$ cat config.mk
export PLATFORM = sky130hd
export DESIGN_NAME = rrfe_cmd_queue
export DESIGN_NICKNAME = d
export VERILOG_FILES = /design/src/sv/rrfe_pkg.sv /design/src/sv/rrfe_cmd_queue.sv
export SDC_FILE = /design/constraint.sdc
export NUM_CORES = 1
export LEC_CHECK = 0
export BUFFER_PORTS_ARGS = -buffer_cell sky130_fd_sc_hd__buf_2
export CAP_MARGIN = 30
export CORE_MARGIN = 2
export CORE_UTILIZATION = 40
export CTS_CLUSTER_SIZE = 25
export DETAILED_ROUTE_END_ITERATION = 8
export GPL_ROUTABILITY_DRIVEN = 0
export PLACE_DENSITY = 0.59
export SYNTH_ARGS = -nofsm -noshare
export SYNTH_HDL_FRONTEND = slang
export SYNTH_SLANG_ARGS = --single-unit
export TNS_END_PERCENT = 100
$ cat constraint.sdc
create_clock -name clk -period 1.6 [get_ports clk]
set_input_delay 0.32 -clock clk [delete_from_list [all_inputs] [get_ports clk]]
set_output_delay 0.32 -clock clk [all_outputs]
set_load 0.02 [all_outputs]
$ cat src/sv/rrfe_pkg.sv
// Shared types, sizes and codes for the raster rectangle fill engine.
package rrfe_pkg;

  localparam int MAX_WIDTH  = 64;
  localparam int MAX_HEIGHT = 64;

  localparam int CRD_W = 7;
  localparam int CLR_W = 8;
  localparam int COL_W = (MAX_WIDTH > 1) ? $clog2(MAX_WIDTH) : 1;
  localparam int ROW_W = (MAX_HEIGHT > 1) ? $clog2(MAX_HEIGHT) : 1;
  localparam int MEM_DEPTH = MAX_WIDTH * MAX_HEIGHT;
  localparam int ADDR_W = (MEM_DEPTH > 1) ? $clog2(MEM_DEPTH) : 1;

  localparam int QDEPTH = 4;
  localparam int QPTR_W = $clog2(QDEPTH);
  localparam int QCNT_W = $clog2(QDEPTH + 1);

  localparam logic [CLR_W-1:0] BACKGROUND = 8'd79;

  localparam logic [1:0] MODE_CLEAR = 2'd0;
  localparam logic [1:0] MODE_FILL  = 2'd1;
  localparam logic [1:0] MODE_DUMP  = 2'd2;

  localparam logic REG_IMAGE_WIDTH  = 1'b0;
  localparam logic REG_IMAGE_HEIGHT = 1'b1;

  localparam logic KIND_PAINT = 1'b0;
  localparam logic KIND_DUMP  = 1'b1;

  typedef struct packed {
    logic [1:0]       mode;
    logic [CRD_W-1:0] row_first;
    logic [CRD_W-1:0] row_last;
    logic [CRD_W-1:0] col_first;
    logic [CRD_W-1:0] col_last;
    logic [CLR_W-1:0] paint_color;
  } cmd_req_t;

  typedef struct packed {
    logic [CLR_W-1:0] pixel_value;
    logic [CRD_W-1:0] pixel_column;
    logic             row_end;
  } pix_data_t;

  // Classified work: 0-based inclusive box, already ordered and clipped.
  typedef struct packed {
    logic             kind;
    logic [ROW_W-1:0] row_lo;
    logic [ROW_W-1:0] row_hi;
    logic [COL_W-1:0] col_lo;
    logic [COL_W-1:0] col_hi;
    logic [CLR_W-1:0] color;
  } work_t;

endpackage

$ cat src/sv/rrfe_cmd_queue.sv
// Short work queue between front end and back end.
module rrfe_cmd_queue
  import rrfe_pkg::*;
(
  input  logic  clk,
  input  logic  rst,
  input  logic  push,
  input  work_t push_work,
  input  logic  pop,
  output logic  q_valid,
  output logic  q_full,
  output work_t head
);

  work_t             entries [QDEPTH];
  logic [QPTR_W-1:0] wr_ptr;
  logic [QPTR_W-1:0] rd_ptr;
  logic [QCNT_W-1:0] count;

  assign q_valid = (count != '0);
  assign q_full  = (32'(count) == QDEPTH);
  assign head    = entries[rd_ptr];

  always_ff @(posedge clk) begin
    if (push) begin
      entries[wr_ptr] <= push_work;
    end
  end

  always_ff @(posedge clk) begin
    if (rst) begin
      wr_ptr <= '0;
      rd_ptr <= '0;
      count  <= '0;
    end else begin
      if (push) wr_ptr <= wr_ptr + QPTR_W'(1);
      if (pop)  rd_ptr <= rd_ptr + QPTR_W'(1);
      count <= count + QCNT_W'(push) - QCNT_W'(pop);
    end
  end

  a_no_overflow: assert property (@(posedge clk) disable iff (rst) q_full |-> !push)
    else $error("push into full queue");
  a_no_underflow: assert property (@(posedge clk) disable iff (rst) pop |-> q_valid)
    else $error("pop from empty queue");

endmodule

==> out/results.tsv <==
stage	metric	value	unit
global_route	largest net degree at the start of global routing	34	
global_route	global-route congestion overflow total	0	
synth	share of synthesized area occupied by flip-flops and latches	0.7895	
detailed_routing	average detailed-routed wire length per instance	17.90	um
cells_and_area	storage element area	0.004151	mm^2
synth	net count after synthesis	259	
cells_and_area	Final nets	357	
critical_path	cell with the biggest individual delay on the critical path	sky130_fd_sc_hd__mux4_2	
sta	total negative setup slack	-12.16	ns
detailed_routing	initial drt markers	132	
sta	Final Hold Fails	0	
cells_and_area	Fillers	1016	
outcome	run status	complete, but fails checks	
floorplan	initial cell density of the core	0.4126	
cells_and_area	area delta synth->final	29.37	%
critical_path	CP bufs+invs	2	
critical_path	crit path max fanout	8	
cells_and_area	number of cells in the finished layout apart from fillers	498	
cells_and_area	most common cell after layout, fill and taps aside	sky130_fd_sc_hd__edfxtp_1	
sta	fmax	502.0	MHz
global_route	number of antenna violations at the first check in global routing	0	
clocking	number of clock sinks	141	
sta	worst setup skew after layout	0.008436	ns
critical_path	kind of cell adding the most delay to the critical path	multiplexers	
critical_path	kind of critical path	reg2out	
detailed_routing	First-pass DRT Iterations	4	
placement	port buffer count	71	
floorplan	top-level port count	72	
floorplan	placement row count	41	
placement	standard cell area after detailed placement	0.005897	mm^2
critical_path	cell breakdown of the critical path	buf_12, mux4_2, buf_6	
hold_path	kind of path behind the tightest hold check	in2reg	
clocking	buffer cell driving the clock tree root	sky130_fd_sc_hd__clkbuf_16	
cells_and_area	leading cell types in the layout, fill and taps excluded	sky130_fd_sc_hd__edfxtp_1, sky130_fd_sc_hd__buf_2, sky130_fd_sc_hd__buf_6, sky130_fd_sc_hd__mux4_2, sky130_fd_sc_hd__clkbuf_16	
synth	cell count after synthesis	215	
floorplan	height of the chip	118.6	um
outcome	violations in the final reports	negative setup slack	
clocking	hold-fix buffer count after cts	0	
clocking	clock latency on the worst-skew pair	0.40	ns
floorplan	floorplan die area	0.01405	mm^2
pwr	VDD IR max	0.7287	mV
critical_path	category of the worst setup path capture point	output port	
sta	period utilisation layout	1.245	
critical_path	kind of launch point of the worst setup path	flip-flop	
detailed_routing	DRC violation count after routing	0	
synth	Yosys warnings	0	
detailed_routing	average via count per standard cell	4.837	
synth	average footprint of a synthesized cell	24.41	um^2
cells_and_area	share of layout cells above drive strength 1	0.5046	
clocking	CTS max path bufs	2	
cells_and_area	Multi-input gate area	0.001008	mm^2
pwr	Lkg Pwr	2.359	nW
cells_and_area	Final Cell Area	0.006790	mm^2
clocking	clk slew on worst S/H paths	0.06	ns
synth	library cells used by synthesis	22	
sta	Final Max Tran Viols	0	
critical_path	required time of the critical path	1.28	ns
sta	setup slack of the critical path after layout	-0.3920	ns
sta	Final Critical Period	1.992	ns
synth	FF+latch count, synth	141	
detailed_routing	DRT Wirelength	8913	um
sta	worst-case hold slack	0.1283	ns
detailed_routing	number of nets still failing antenna checks after routing	0	
pwr	total power per unit cell area	1396	mW/mm^2
clocking	clock tree from TritonCTS	yes	
floorplan	Core Box Area	0.01272	mm^2
critical_path	largest stage delay on the critical path	0.53	ns
job	max-capacitance violation count	0	
critical_path	CP arrival	1.67	ns
clocking	number of buffers created by CTS	17	
placement	cell count after placement	463	
synth	synthesized area	0.005249	mm^2
floorplan	die span in x	118.6	um
pwr	Total Power Consumption	9.482	mW
placement	final HPWL from detailed placement	5489	um
sta	number of failing setup endpoints in the final timing report	33	
clocking	htree depth	4	
sta	actual transition at the worst max-transition pin	0.3451	ns
global_route	via count of the first global-routing pass	2545	
sta	max_slew headroom	0.7699	
global_route	first-pass GRT wire length	14380	um
detailed_routing	routed vias	2409	
sta	RSZ-0062 raised after global routing	yes	
global_route	global routing usage summed across all routing layers	0.1402	
==> registers in the layout (all words and copies together), names as in the netlist, named ones only <==
| name | cells |
|---|---|
| count | 3 |
| entries | 132 |
| rd_ptr | 2 |
| wr_ptr | 2 |
==> cells in the mapped netlist <==
library cell | number | area share
sky130_fd_sc_hd__and3_1 | 1 | 0.0012
sky130_fd_sc_hd__nor2_1 | 5 | 0.0036
sky130_fd_sc_hd__xor3_1 | 1 | 0.0045
sky130_fd_sc_hd__ha_1 | 6 | 0.014
sky130_fd_sc_hd__and2_1 | 4 | 0.0048
sky130_fd_sc_hd__dfxtp_1 | 9 | 0.034
sky130_fd_sc_hd__edfxtp_1 | 132 | 0.76
sky130_fd_sc_hd__fa_1 | 1 | 0.0038
sky130_fd_sc_hd__buf_2 | 3 | 0.0029
sky130_fd_sc_hd__buf_6 | 1 | 0.0021
sky130_fd_sc_hd__nor2b_1 | 2 | 0.0024
sky130_fd_sc_hd__buf_12 | 3 | 0.011
sky130_fd_sc_hd__or3_1 | 1 | 0.0012
sky130_fd_sc_hd__a21oi_1 | 1 | 0.00095
sky130_fd_sc_hd__xnor2_1 | 2 | 0.0033
sky130_fd_sc_hd__inv_1 | 6 | 0.0043
sky130_fd_sc_hd__nand3b_1 | 1 | 0.0014
sky130_fd_sc_hd__mux4_1 | 3 | 0.015
sky130_fd_sc_hd__mux4_2 | 30 | 0.13
sky130_fd_sc_hd__clkbuf_1 | 1 | 0.00071
sky130_fd_sc_hd__a21bo_2 | 1 | 0.0019
sky130_fd_sc_hd__mux2i_1 | 1 | 0.0019
==> where the power goes <==
group / leakage (nW) / internal, mW / switching, mW
Clock: 0.292 / 2.57 / 1.37
Combinational: 0.779 / 0.651 / 0.580
Sequential: 1.29 / 4.24 / 0.0653
Total: 2.36 / 7.46 / 2.02
==> metrics by stage <==
step | setup WS, ns | utilization
4_1_cts | -0.4623 | 0.5310
5_1_grt | -0.4533 | 0.5335
3_5_place_dp | -0.04244 | 0.4635
6_report | -0.3920 | 0.5337
2_1_floorplan | 0.1079 | -
3_3_place_gp | -0.05447 | 0.4635
==> worst register-to-register path, stage by stage, from the launching register on <==
cell and delay [ns]:
sky130_fd_sc_hd__dfxtp_2 0.33, sky130_fd_sc_hd__inv_2 0.05, sky130_fd_sc_hd__ha_4 0.24, sky130_fd_sc_hd__inv_1 0.03, sky130_fd_sc_hd__ha_2 0.17, sky130_fd_sc_hd__fa_2 0.52
sky130_fd_sc_hd__nor2b_1 0.11
==> cell families after synthesis <==
logic type	share of synthesized area
adder cells (fa/ha/maj)	0.01812
XOR/XNOR	0.007867
AO/OA/AOI/OAI	0.002860
flip-flops	0.7895
buffers and inverters	0.02145
AND/OR/NAND/NOR	0.01454
multiplexers	0.1457
==> area by class of cell <==
type                            count  share of cell area
Timing Repair Buffer               87              0.1161
Sequential cell                   141              0.6114
Clock inverter                     14             0.02598
Tap cell                          172             0.03169
Clock buffer                       17             0.06265
Inverter                            6            0.003317
Antenna cell                        1           0.0003685
Multi-Input combinational cell     60              0.1485
==> per-layer routing <==
metal | global-route usage | up-vias | part of all wire
li1 | - | 1092 | -
met1 | 0.1827 | 1238 | 0.45
met2 | 0.2148 | 65 | 0.48
met3 | 0.04923 | 14 | 0.057
met4 | 0.05878 | 0 | 0.018
met5 | 0 | - | 0
==> worst paths after layout <==
kind	endpoint	cells after the start	start	slack (ns)
max reg2reg	count[1]	6	count[0]	0.08
min	entries[3][8]	1	push_work[8]	0.13
min reg2reg	flip-flop	2	rd_ptr[0]	0.53
max	head[19]	3	flip-flop	-0.39
==> repair_timing <==
| action | CTS | global route |
|---|---|---|
| gates cloned | 2 | 0 |
| endpoints found under the setup margin | 33 | 35 |
| buffers inserted | 2 | 1 |
| gates resized for setup | 58 | 26 |
| pin swaps | 0 | 3 |
Note: power is estimated with default switching activity, not from simulation.
