==> config.mk <==
export PLATFORM = sky130hd
export DESIGN_NAME = rrfe_front
export DESIGN_NICKNAME = d
export VERILOG_FILES = /design/src/sv/rrfe_pkg.sv /design/src/sv/rrfe_front.sv
export SDC_FILE = /design/constraint.sdc
export NUM_CORES = 1
export LEC_CHECK = 0
export BUFFER_PORTS_ARGS = -buffer_cell sky130_fd_sc_hd__buf_2
export CORE_MARGIN = 2
export CORE_UTILIZATION = 55
export CTS_BUF_LIST = sky130_fd_sc_hd__clkbuf_4 sky130_fd_sc_hd__clkbuf_8
export CTS_CLUSTER_DIAMETER = 50
export DETAILED_ROUTE_END_ITERATION = 10
export PLACE_DENSITY_LB_ADDON = 0.2
export SYNTH_ARGS = -nofsm -noshare
export SYNTH_HDL_FRONTEND = slang
export SYNTH_SLANG_ARGS = --single-unit
==> constraint.sdc <==
create_clock -name clk -period 11.5 [get_ports clk]
set_input_delay 2.3 -clock clk [delete_from_list [all_inputs] [get_ports clk]]
set_output_delay 2.3 -clock clk [all_outputs]
set_load 0.005 [all_outputs]
==> src/sv/rrfe_pkg.sv <==
// Shared types, sizes and codes for the raster rectangle fill engine.
package rrfe_pkg;

  localparam int MAX_WIDTH  = 64;
  localparam int MAX_HEIGHT = 64;

  localparam int CRD_W = 7;
  localparam int CLR_W = 8;
  localparam int COL_W = (MAX_WIDTH > 1) ? $clog2(MAX_WIDTH) : 1;
  localparam int ROW_W = (MAX_HEIGHT > 1) ? $clog2(MAX_HEIGHT) : 1;
  localparam int MEM_DEPTH = MAX_WIDTH * MAX_HEIGHT;
  localparam int ADDR_W = (MEM_DEPTH > 1) ? $clog2(MEM_DEPTH) : 1;

  localparam int QDEPTH = 4;
  localparam int QPTR_W = $clog2(QDEPTH);
  localparam int QCNT_W = $clog2(QDEPTH + 1);

  localparam logic [CLR_W-1:0] BACKGROUND = 8'd79;

  localparam logic [1:0] MODE_CLEAR = 2'd0;
  localparam logic [1:0] MODE_FILL  = 2'd1;
  localparam logic [1:0] MODE_DUMP  = 2'd2;

  localparam logic REG_IMAGE_WIDTH  = 1'b0;
  localparam logic REG_IMAGE_HEIGHT = 1'b1;

  localparam logic KIND_PAINT = 1'b0;
  localparam logic KIND_DUMP  = 1'b1;

  typedef struct packed {
    logic [1:0]       mode;
    logic [CRD_W-1:0] row_first;
    logic [CRD_W-1:0] row_last;
    logic [CRD_W-1:0] col_first;
    logic [CRD_W-1:0] col_last;
    logic [CLR_W-1:0] paint_color;
  } cmd_req_t;

  typedef struct packed {
    logic [CLR_W-1:0] pixel_value;
    logic [CRD_W-1:0] pixel_column;
    logic             row_end;
  } pix_data_t;

  // Classified work: 0-based inclusive box, already ordered and clipped.
  typedef struct packed {
    logic             kind;
    logic [ROW_W-1:0] row_lo;
    logic [ROW_W-1:0] row_hi;
    logic [COL_W-1:0] col_lo;
    logic [COL_W-1:0] col_hi;
    logic [CLR_W-1:0] color;
  } work_t;

endpackage

==> src/sv/rrfe_front.sv <==
// Front end: size registers, request accept, ordering and clipping into work.
module rrfe_front
  import rrfe_pkg::*;
(
  input  logic             clk,
  input  logic             rst,
  input  logic             cfg_valid,
  input  logic             cfg_index,
  input  logic [CRD_W-1:0] cfg_data,
  input  logic             cmd_valid,
  input  cmd_req_t         cmd_req,
  output logic             cmd_stall,
  input  logic             q_full,
  input  logic             init_busy,
  output logic             push,
  output work_t            work
);

  logic [CRD_W-1:0] image_width;
  logic [CRD_W-1:0] image_height;
  logic [CRD_W-1:0] w_used;
  logic [CRD_W-1:0] h_used;
  logic             is_clear;
  logic [CRD_W-1:0] ra, rb, ca, cb;
  logic [CRD_W-1:0] r_lo, r_hi, c_lo, c_hi;
  logic             box_empty;
  logic             dump_ok;
  logic             has_work;

  always_ff @(posedge clk) begin
    if (rst) begin
      image_width  <= CRD_W'(64);
      image_height <= CRD_W'(64);
    end else if (cfg_valid) begin
      unique case (cfg_index)
        REG_IMAGE_WIDTH:  image_width  <= cfg_data;
        REG_IMAGE_HEIGHT: image_height <= cfg_data;
        default: ;
      endcase
    end
  end

  always_comb begin
    w_used = (32'(image_width) > MAX_WIDTH) ? CRD_W'(MAX_WIDTH) : image_width;
    h_used = (32'(image_height) > MAX_HEIGHT) ? CRD_W'(MAX_HEIGHT) : image_height;

    is_clear = (cmd_req.mode == MODE_CLEAR);
    ra = is_clear ? CRD_W'(1) : cmd_req.row_first;
    rb = is_clear ? h_used    : cmd_req.row_last;
    ca = is_clear ? CRD_W'(1) : cmd_req.col_first;
    cb = is_clear ? w_used    : cmd_req.col_last;

    r_lo = (ra < rb) ? ra : rb;
    r_hi = (ra < rb) ? rb : ra;
    c_lo = (ca < cb) ? ca : cb;
    c_hi = (ca < cb) ? cb : ca;
    if (r_lo == '0) r_lo = CRD_W'(1);
    if (c_lo == '0) c_lo = CRD_W'(1);
    if (r_hi > h_used) r_hi = h_used;
    if (c_hi > w_used) c_hi = w_used;
    box_empty = (r_lo > r_hi) || (c_lo > c_hi);

    dump_ok = (cmd_req.row_first != '0) && (cmd_req.row_first <= h_used) &&
              (w_used != '0);

    work = '0;
    has_work = 1'b0;
    unique case (cmd_req.mode) inside
      MODE_CLEAR, MODE_FILL: begin
        has_work    = !box_empty;
        work.kind   = KIND_PAINT;
        work.row_lo = ROW_W'(r_lo - CRD_W'(1));
        work.row_hi = ROW_W'(r_hi - CRD_W'(1));
        work.col_lo = COL_W'(c_lo - CRD_W'(1));
        work.col_hi = COL_W'(c_hi - CRD_W'(1));
        work.color  = is_clear ? BACKGROUND : cmd_req.paint_color;
      end
      MODE_DUMP: begin
        has_work    = dump_ok;
        work.kind   = KIND_DUMP;
        work.row_lo = ROW_W'(cmd_req.row_first - CRD_W'(1));
        work.row_hi = ROW_W'(cmd_req.row_first - CRD_W'(1));
        work.col_lo = '0;
        work.col_hi = COL_W'(w_used - CRD_W'(1));
      end
      default: has_work = 1'b0;
    endcase
  end

  assign cmd_stall = q_full || init_busy;
  assign push      = cmd_valid && !cmd_stall && has_work;

endmodule

==> run metrics, run 1 <==
status complete, no violations; Final #Nets 691; dpl cells 661; Sink Count 14; EDFF count, synth 0; count of cell types in the netlist 73; Initial DRT Pass Iterations 5; Post-CTS Setup Bufs 0; Peak Freq 93.5 MHz; # IOs 87; via count 4147; Worst-Skew Late Latency 0.24 ns; CP Data Required Time 9.20 ns; Placer Congestion 0.971; IR drop worst, VDD 118 µV; Most Crowded Layer GR met2; Leakage 1.89 nW; Synth area leader ha_1; Area growth syn-to-layout 14.7%; hold_buf cts 0; Die Ht 83.7 µm; Longest Clk Path Bufs 2; Overall Global Routing Usage 0.305; Num CTS Buffers 3; Crit path max-delay family compound AO/OA/AOI/OAI gates; CP Class in -> out; Max H-tree Level 1; final setup fails 0; DRT antenna net count 0; # resized after CTS 0; initial antenna violation count 0; M2 GR Usage 0.466; Post-Route WL 10.9 mm; vias in the first global route 3771; per-cell routed wire length 16.4 µm; first-pass GRT wire length 18.0 mm; Seq/Total Area, Yosys 0.0803; clock-pin slew on the worst setup and hold paths 0.05 ns; worst relative slew slack 0.578; RSZ-0062 raised after global routing false; Starting DRT DRC Count 425; non-filler instance count after layout 665; Setup Skew 0 ns; Synth Register Bits 14; Filler cells 596; Final Hold Vio Count 0; Max-Cap Viols 0; slowest CP cell o311ai_4; setup_tns 0 ns; # diodes 0; met1 usage 0.453; buffers and inverters on the worst path 4; endpoint type of the worst setup path primary output; most common flop cell mapped by yosys dfxtp_1; post-synth top area share 0.179; crit path DAT 8.39 ns; Avg Cell Area, Syn 6.74 µm²; Core Region 6240 µm²; layout cells sized above 1 0.199; Vias/cell 6.24; Die Area 7000 µm²; worst-margin pin slew 0.617 ns; Mapped Area 3490 µm²; TritonCTS clock tree built; crit path time final 10.69 ns; GR met3 Demand/Resource 0.0386; post-DP HPWL 8.99 mm; Final Slew Violations 0; worst hold path type reg -> reg; Horiz. Die Dim 83.7 µm; Final Cycle Share 0.930; Overflow after GRT 0; DR DRC count 0; yosys warns 0; Mapped Cells 518; largest net degree at the start of global routing 33; hold slack 0.461 ns; Worst Setup Start Kind input port; asr flop ratio synth 0; Initial Util 0.559; crit path max fanout 25; port bufs 86; Row Count 29; Worst path max stage delay 0.50 ns; Power Density 112 nW/µm²; Synthesized Nets 620; clock root buffer clkbuf_8; Tot Pwr 0.448 mW; top post-synthesis cells by area ha_1 (18%), dfxtp_1 (8.0%), a21oi_1 (7.7%)
## stage by stage
stage	instance area [µm²]	setup WS [ns]	utilization
4_1_cts	4000	0.874	0.642
3_5_place_dp	3950	0.881	0.633
5_1_grt	4000	0.177	0.642
2_1_floorplan	3490	1.38	-
6_report	4000	0.806	0.642
3_3_place_gp	3950	0.930	0.633
## synth_stat cells (2+ instances only)
library cell and count:
a211o_1 2, a21o_1 3, a21oi_1 54, a2bb2oi_1 2, a31oi_1 2, a31oi_2 2
a32o_1 3, a32oi_1 2, and2_1 10, and3_1 4, buf_2 6, buf_4 2
clkbuf_1 16, dfxtp_1 14, ha_1 50, inv_1 40, mux2i_1 10, nand2_1 61
nand2b_1 7, nand3_1 26, nand3b_1 2, nand4_1 7, nor2_1 35, nor2b_1 18
nor3_1 12, nor4_1 5, o2111ai_1 2, o211ai_1 4, o21a_1 6, o21ai_0 32
o21ai_1 8, o22ai_1 11, o31ai_1 2, or2_2 4, xnor2_1 12, xor2_1 5
## layout make-up
cell class | instances | area (µm²) | share of cell area
repair buffers | 92 | 475 | 0.119
well taps | 77 | 96.3 | 0.0241
clock buffers | 4 | 55.1 | 0.0137
multi-input cells | 438 | 2950 | 0.736
flip-flops and latches | 14 | 280 | 0.0700
inverters | 40 | 150 | 0.0375
## sequential cells by signal, indices dropped and copies added (netlist names)
name and flops:
image_height 7, image_width 7
## kinds of logic after synthesis
kind of cell	count (synthesis)	synth area share
mux	11	0.0319
flops	14	0.0803
buf+inv	66	0.0756
simple gates	201	0.285
compound gates	159	0.305
fa+ha+maj	50	0.179
xor+xnor	17	0.0427
## worst min-delay path, delay by kind of cell, from the launching register on
kind	cells	cell delay [ns]
AND/OR/NAND/NOR	1	0.05
flip-flops	1	0.31
AO/OA/AOI/OAI	1	0.05
## path summary, 6_finish.rpt
check | startpoint | to | cells past startpoint | slack, ns
min | image_height[4] | image_height[4] | 2 | 0.46
max reg2reg | image_width[6] | image_width[6] | 3 | 10.47
min reg2reg | image_height[4] | image_height[4] | 2 | 0.46
max | cmd_req[36] | push | 28 | 0.81
## cell usage in the layout, fill, tap and decap left out, types with 7 or more instances in the layout
cell / synthesis / final
ha_1: 50 / 50
nor2b_1: 18 / 18
nand2_1: 61 / 61
buf_2: 6 / 86
a21oi_1: 54 / 54
dfxtp_1: 14 / 14
o21ai_0: 32 / 32
and2_1: 10 / 10
inv_1: 40 / 40
nor2_1: 35 / 35
o21ai_1: 8 / 8
nand4_1: 7 / 7
nor3_1: 12 / 12
mux2i_1: 10 / 10
o22ai_1: 11 / 11
nand3_1: 26 / 26
nand2b_1: 7 / 7
xnor2_1: 12 / 12
## layer usage
metal | vias to the layer above | share of wire
met5 | - | 0
met4 | 0 | 0.014
met3 | 17 | 0.11
met2 | 243 | 0.43
met1 | 1865 | 0.45
li1 | 2022 | -
## report_power, final
group          internal, mW  leakage [nW]  switching, mW
logic                 0.149          1.75          0.199
clock network        0.0303        0.0288         0.0159
registers            0.0510         0.115        0.00246
total                 0.230          1.89          0.218
No activity file was read; power rests on OpenSTA's default activity.
==> run 2, diff against run 1 <==
--- a/config.mk
+++ b/config.mk
@@ -7,7 +7,7 @@
 export LEC_CHECK = 0
 export BUFFER_PORTS_ARGS = -buffer_cell sky130_fd_sc_hd__buf_2
 export CORE_MARGIN = 2
-export CORE_UTILIZATION = 55
+export CORE_UTILIZATION = 51
 export CTS_BUF_LIST = sky130_fd_sc_hd__clkbuf_4 sky130_fd_sc_hd__clkbuf_8
 export CTS_CLUSTER_DIAMETER = 50
 export DETAILED_ROUTE_END_ITERATION = 10
==> constraint.sdc (replaced) <==
create_clock -name clk -period 9 [get_ports clk]
set_input_delay 1.8 -clock clk [delete_from_list [all_inputs] [get_ports clk]]
set_output_delay 1.8 -clock clk [all_outputs]
set_load 0.005 [all_outputs]
==> run 2 against run 1 <==
Setup slack lost 0.53 ns. Via count grew 3.8%. First-iteration DRC count shrank 11%. Sequential power grew 28%. Hold slack lost 0.0025 ns. Global-route usage grew 1.3 points. Critical path depth grew 1. Combinational power grew 49%. Cell area grew 11%.
==> run metrics, run 2 (synthesis gave the netlist of run 1 again) <==
Setup Skew 0 ns; layout cells sized above 1 0.272; leading cell type in the layout, fill and taps excluded buf_2; Core Region 6720 µm²; first-pass GRT wire length 19.1 mm; per-cell routed wire length 17.3 µm; Final Cycle Share 0.969; crit path DAT 6.92 ns; Final #Nets 729; Overall Global Routing Usage 0.318; most frequent cells in the layout buf_2 (86), nand2_1 (60), a21oi_1 (49), ha_1 (48); IR drop worst, VDD 108 µV; # diodes 0; clock-pin slew on the worst setup and hold paths 0.05 ns; Worst Setup Start Kind input port; Worst-Skew Late Latency 0.24 ns; Row Count 30; Num CTS Buffers 3; non-filler instance count after layout 705; Power Density 144 nW/µm²; Crit path max-delay family compound AO/OA/AOI/OAI gates; port bufs 86; register area 280 µm²; final setup fails 0; CP Class in -> out; Final Slew Violations 0; crit path max fanout 33; Max-Cap Viols 0; Final Hold Vio Count 0; vias in the first global route 3838; # IOs 87; Multi-input gate area 3070 µm²; worst relative slew slack 0.589; Die Ht 86.7 µm; Vias/cell 6.10; Sink Count 14; slowest CP cell a2111o_1; endpoint type of the worst setup path primary output; largest net degree at the start of global routing 34; dpl cells 698; crit path time final 8.72 ns; Filler cells 636; Starting DRT DRC Count 380; initial antenna violation count 0; buffers and inverters on the worst path 6; Longest Clk Path Bufs 2; Peak Freq 115 MHz; DR DRC count 0; Worst path max stage delay 0.52 ns; status complete, no violations; Max H-tree Level 1; Top Registers image_height x7, image_width x7; worst hold path type reg -> reg; Horiz. Die Dim 86.7 µm; via count 4304; Leakage 2.10 nW; hold_buf cts 0; Post-Route WL 12.2 mm; clock root buffer clkbuf_8; post-DP HPWL 9.93 mm; Placer Congestion 0.981; DRT antenna net count 0; Initial Util 0.520; CP Data Required Time 7.20 ns; Initial DRT Pass Iterations 5; worst-margin pin slew 0.602 ns; Overflow after GRT 0; Tot Pwr 0.637 mW; TritonCTS clock tree built; Area growth syn-to-layout 26.9%; Die Area 7520 µm²
==> run 2: layer usage <==
layer / vias to the layer above / track usage / share of wire
met5: - / 0 / 0
met4: 0 / 0.0469 / 0.011
met3: 17 / 0.0257 / 0.084
met2: 213 / 0.497 / 0.43
met1: 1983 / 0.483 / 0.47
li1: 2091 / - / -
==> run 2: what timing repair did <==
item | in CTS | in global routing
resized for setup | 0 | 30
setup endpoints to repair | 0 | 1
setup buffers | 0 | 4
==> run 2: worst paths after layout <==
path,endpoint,cells past startpoint,slack (ns),startpoint
setup reg to reg,image_width[6],3,7.99,image_width[6]
setup / recovery,push,29,0.28,cmd_req[37]
hold / removal,image_height[5],2,0.46,image_height[5]
hold reg to reg,image_height[5],2,0.46,image_height[5]
==> run 2: power breakdown <==
group / total [mW] / switching (mW) / internal, mW
clock: 0.0500 / 0.0204 / 0.0296
sequential: 0.0682 / 0.00305 / 0.0651
combinational: 0.519 / 0.279 / 0.239
total: 0.637 / 0.303 / 0.334
==> run 2: final cells by class <==
class	instances	share of cell area
multi-input cells	438	0.693
repair buffers	130	0.178
flip-flops and latches	14	0.0633
inverters	40	0.0339
well taps	80	0.0226
clock buffers	3	0.00932
==> run 2: metrics by stage <==
| stage | hold slack, ns | area [µm²] | worst slack [ns] | TNS (ns) | utilization |
|---|---|---|---|---|---|
| final | 0.459 | 4430 | 0.276 | 0 | 0.659 |
| after global routing | 0.490 | 4430 | -0.108 | -0.108 | 0.659 |
| after CTS | 0.462 | 4270 | 0.0938 | 0 | 0.635 |
| after detailed placement | 0.454 | 4220 | 0.115 | 0 | 0.629 |
| after global placement | 0.446 | 4220 | 0.103 | 0 | 0.629 |
| after floorplan | 0.431 | 3490 | 0.0218 | 0 | - |
==> run 2: worst register-to-register path: cells and delay by family, from the launching register on <==
kind / cells / cell delay, ns
DFF: 1 / 0.43
buffers and inverters: 1 / 0.14
AOI/OAI and AO/OA: 1 / 0.27
and+or+nand+nor: 1 / 0.06
==> run 3, diff against run 2 <==
--- a/config.mk
+++ b/config.mk
@@ -12,6 +12,7 @@
 export CTS_CLUSTER_DIAMETER = 50
 export DETAILED_ROUTE_END_ITERATION = 10
 export PLACE_DENSITY_LB_ADDON = 0.2
+export REMOVE_ABC_BUFFERS = 1
 export SYNTH_ARGS = -nofsm -noshare
 export SYNTH_HDL_FRONTEND = slang
 export SYNTH_SLANG_ARGS = --single-unit
==> run 3 against run 2 <==
Combinational power decreased by 3%. Cell count increased by 0.43%. Largest cell class unchanged. First-iteration DRC count is 6.3% lower. Critical endpoint unchanged. Cell area down 1.3%. Sequential share of layout area is 0.085 points higher. Sequential power about the same. Global-route usage fell by 1.8 points.
==> run metrics, run 3 (synthesis gave the netlist of run 1 again) <==
status complete, no violations; Final Slew Violations 0; layout cells sized above 1 0.266; placed cell area 4190 µm²; Area growth syn-to-layout 25.2%; CP Class in -> out; final instance area 4370 µm²; final setup margin 0.260 ns; clock root buffer clkbuf_8; leading cell type in the layout, fill and taps excluded buf_2; Starting DRT DRC Count 356; hold path start image_height[3]; hold slack 0.459 ns; DR DRC count 0; crit path max fanout 24; Power Density 142 nW/µm²; crit path DAT 6.94 ns; Worst path max stage delay 0.33 ns; most used cell, CP buf_4; worst hold path type reg -> reg; Filler cells 609; dpl cells 694; crit path time final 8.74 ns; worst relative slew slack 0.541; R2R depth 3; Worst R2R Start image_width[6]; Die Ht 86.7 µm; Row Count 30; Max-Cap Viols 0; most frequent cells in the layout buf_2 (86), nand2_1 (59), a21oi_1 (53), ha_1 (50), buf_4 (45); DRT antenna net count 0; Overflow after GRT 0; Post-Route WL 11.6 mm; Leakage 2.10 nW; # IOs 87; Final Cycle Share 0.971; initial antenna violation count 0; Initial Util 0.520; clock-pin slew on the worst setup and hold paths 0.05 ns; Final Hold Vio Count 0; Final #Nets 732; Num CTS Buffers 3; slowest CP cell mux2_2; hold_buf cts 0; Sink Count 14; IR drop worst, VDD 99.8 µV; worst-margin pin slew 0.683 ns; Setup Skew 0 ns; via count 4333; largest net degree at the start of global routing 33; Worst Setup Start Kind input port; port bufs 86; Overall Global Routing Usage 0.300; Place WS -0.110 ns; per-cell routed wire length 16.4 µm; endpoint type of the worst setup path primary output; Initial DRT Pass Iterations 5; Die Area 7520 µm²; Peak Freq 114 MHz; first-pass GRT wire length 18.3 mm; Placer Congestion 1.01; Tot Pwr 0.621 mW; Max H-tree Level 1; Core Region 6720 µm²; # diodes 0; Worst-Skew Late Latency 0.24 ns; final setup fails 0; Horiz. Die Dim 86.7 µm; Top Registers image_height x7, image_width x7; post-DP HPWL 9.36 mm; setup slack, reg-to-reg 8.06 ns; non-filler instance count after layout 708; vias in the first global route 3876; R2R Path End image_width[6]; CP Data Required Time 7.20 ns; hold depth 2; Longest Clk Path Bufs 2; Min-Delay Endpoint image_height[3]; Vias/cell 6.12; TritonCTS clock tree built
==> run 3: cell types whose count changed in the layout (fill, tap and decap cells not counted), moves of 2 or more <==
cell | previous run | this run
ha_1 | 48 | 50
a21oi_1 | 49 | 53
ha_4 | 2 | 0
buf_4 | 40 | 45
a21oi_2 | 5 | 2
==> run 3: layout make-up <==
class	instances	area [µm²]	area share
multi-input cells	438	3000	0.686
repair buffers	133	800	0.183
flip-flops and latches	14	280	0.0641
inverters	40	150	0.0343
well taps	80	100	0.0229
clock buffers	3	41.3	0.00944
==> run 3: per-stage QoR <==
| stage | utilization | setup TNS [ns] |
|---|---|---|
| 2_1_floorplan | - | -0.457 |
| 3_3_place_gp | 0.624 | 0 |
| 3_5_place_dp | 0.624 | -0.110 |
| 4_1_cts | 0.630 | 0 |
| 5_1_grt | 0.651 | -0.0444 |
| 6_report | 0.651 | 0 |
==> run 3: power breakdown <==
| group | leakage (nW) | total, mW | internal (mW) | switching [mW] |
|---|---|---|---|---|
| clock | 0.0216 | 0.0490 | 0.0295 | 0.0195 |
| sequential | 0.115 | 0.0681 | 0.0652 | 0.00297 |
| combinational | 1.96 | 0.504 | 0.233 | 0.271 |
==> run 3: critical path: cells and delay by family <==
kind | cells | cell delay [ns]
buffers and inverters | 8 | 1.29
AOI/OAI and AO/OA | 13 | 1.76
muxes | 1 | 0.33
adders and majority gates | 3 | 0.79
and+or+nand+nor | 7 | 0.93
==> run 3: routing by layer <==
| layer | share of wire | vias up | global-route usage |
|---|---|---|---|
| met5 | 0 | - | 0 |
| met2 | 0.43 | 274 | 0.467 |
| met4 | 0.022 | 0 | 0.0824 |
| li1 | - | 2092 | - |
| met1 | 0.44 | 1938 | 0.421 |
| met3 | 0.11 | 29 | 0.0552 |
==> run 3: repair_timing <==
action,in CTS,in global routing
pin swaps,0,10
endpoints found under the setup margin,1,1
gates resized for setup,2,19
buffers inserted,0,11
==> run 3: worst max path at each step <==
stage	cells after the start	to	slack, ns	startpoint
2_1_floorplan	25	push	-0.46	cmd_req[36]
3_3_place_gp	29	push	0.006	cmd_req[37]
3_5_place_dp	29	push	-0.11	cmd_req[37]
4_1_cts	30	push	0.003	cmd_req[37]
5_1_grt	32	push	-0.04	cmd_req[37]
6_report	32	push	0.26	cmd_req[37]
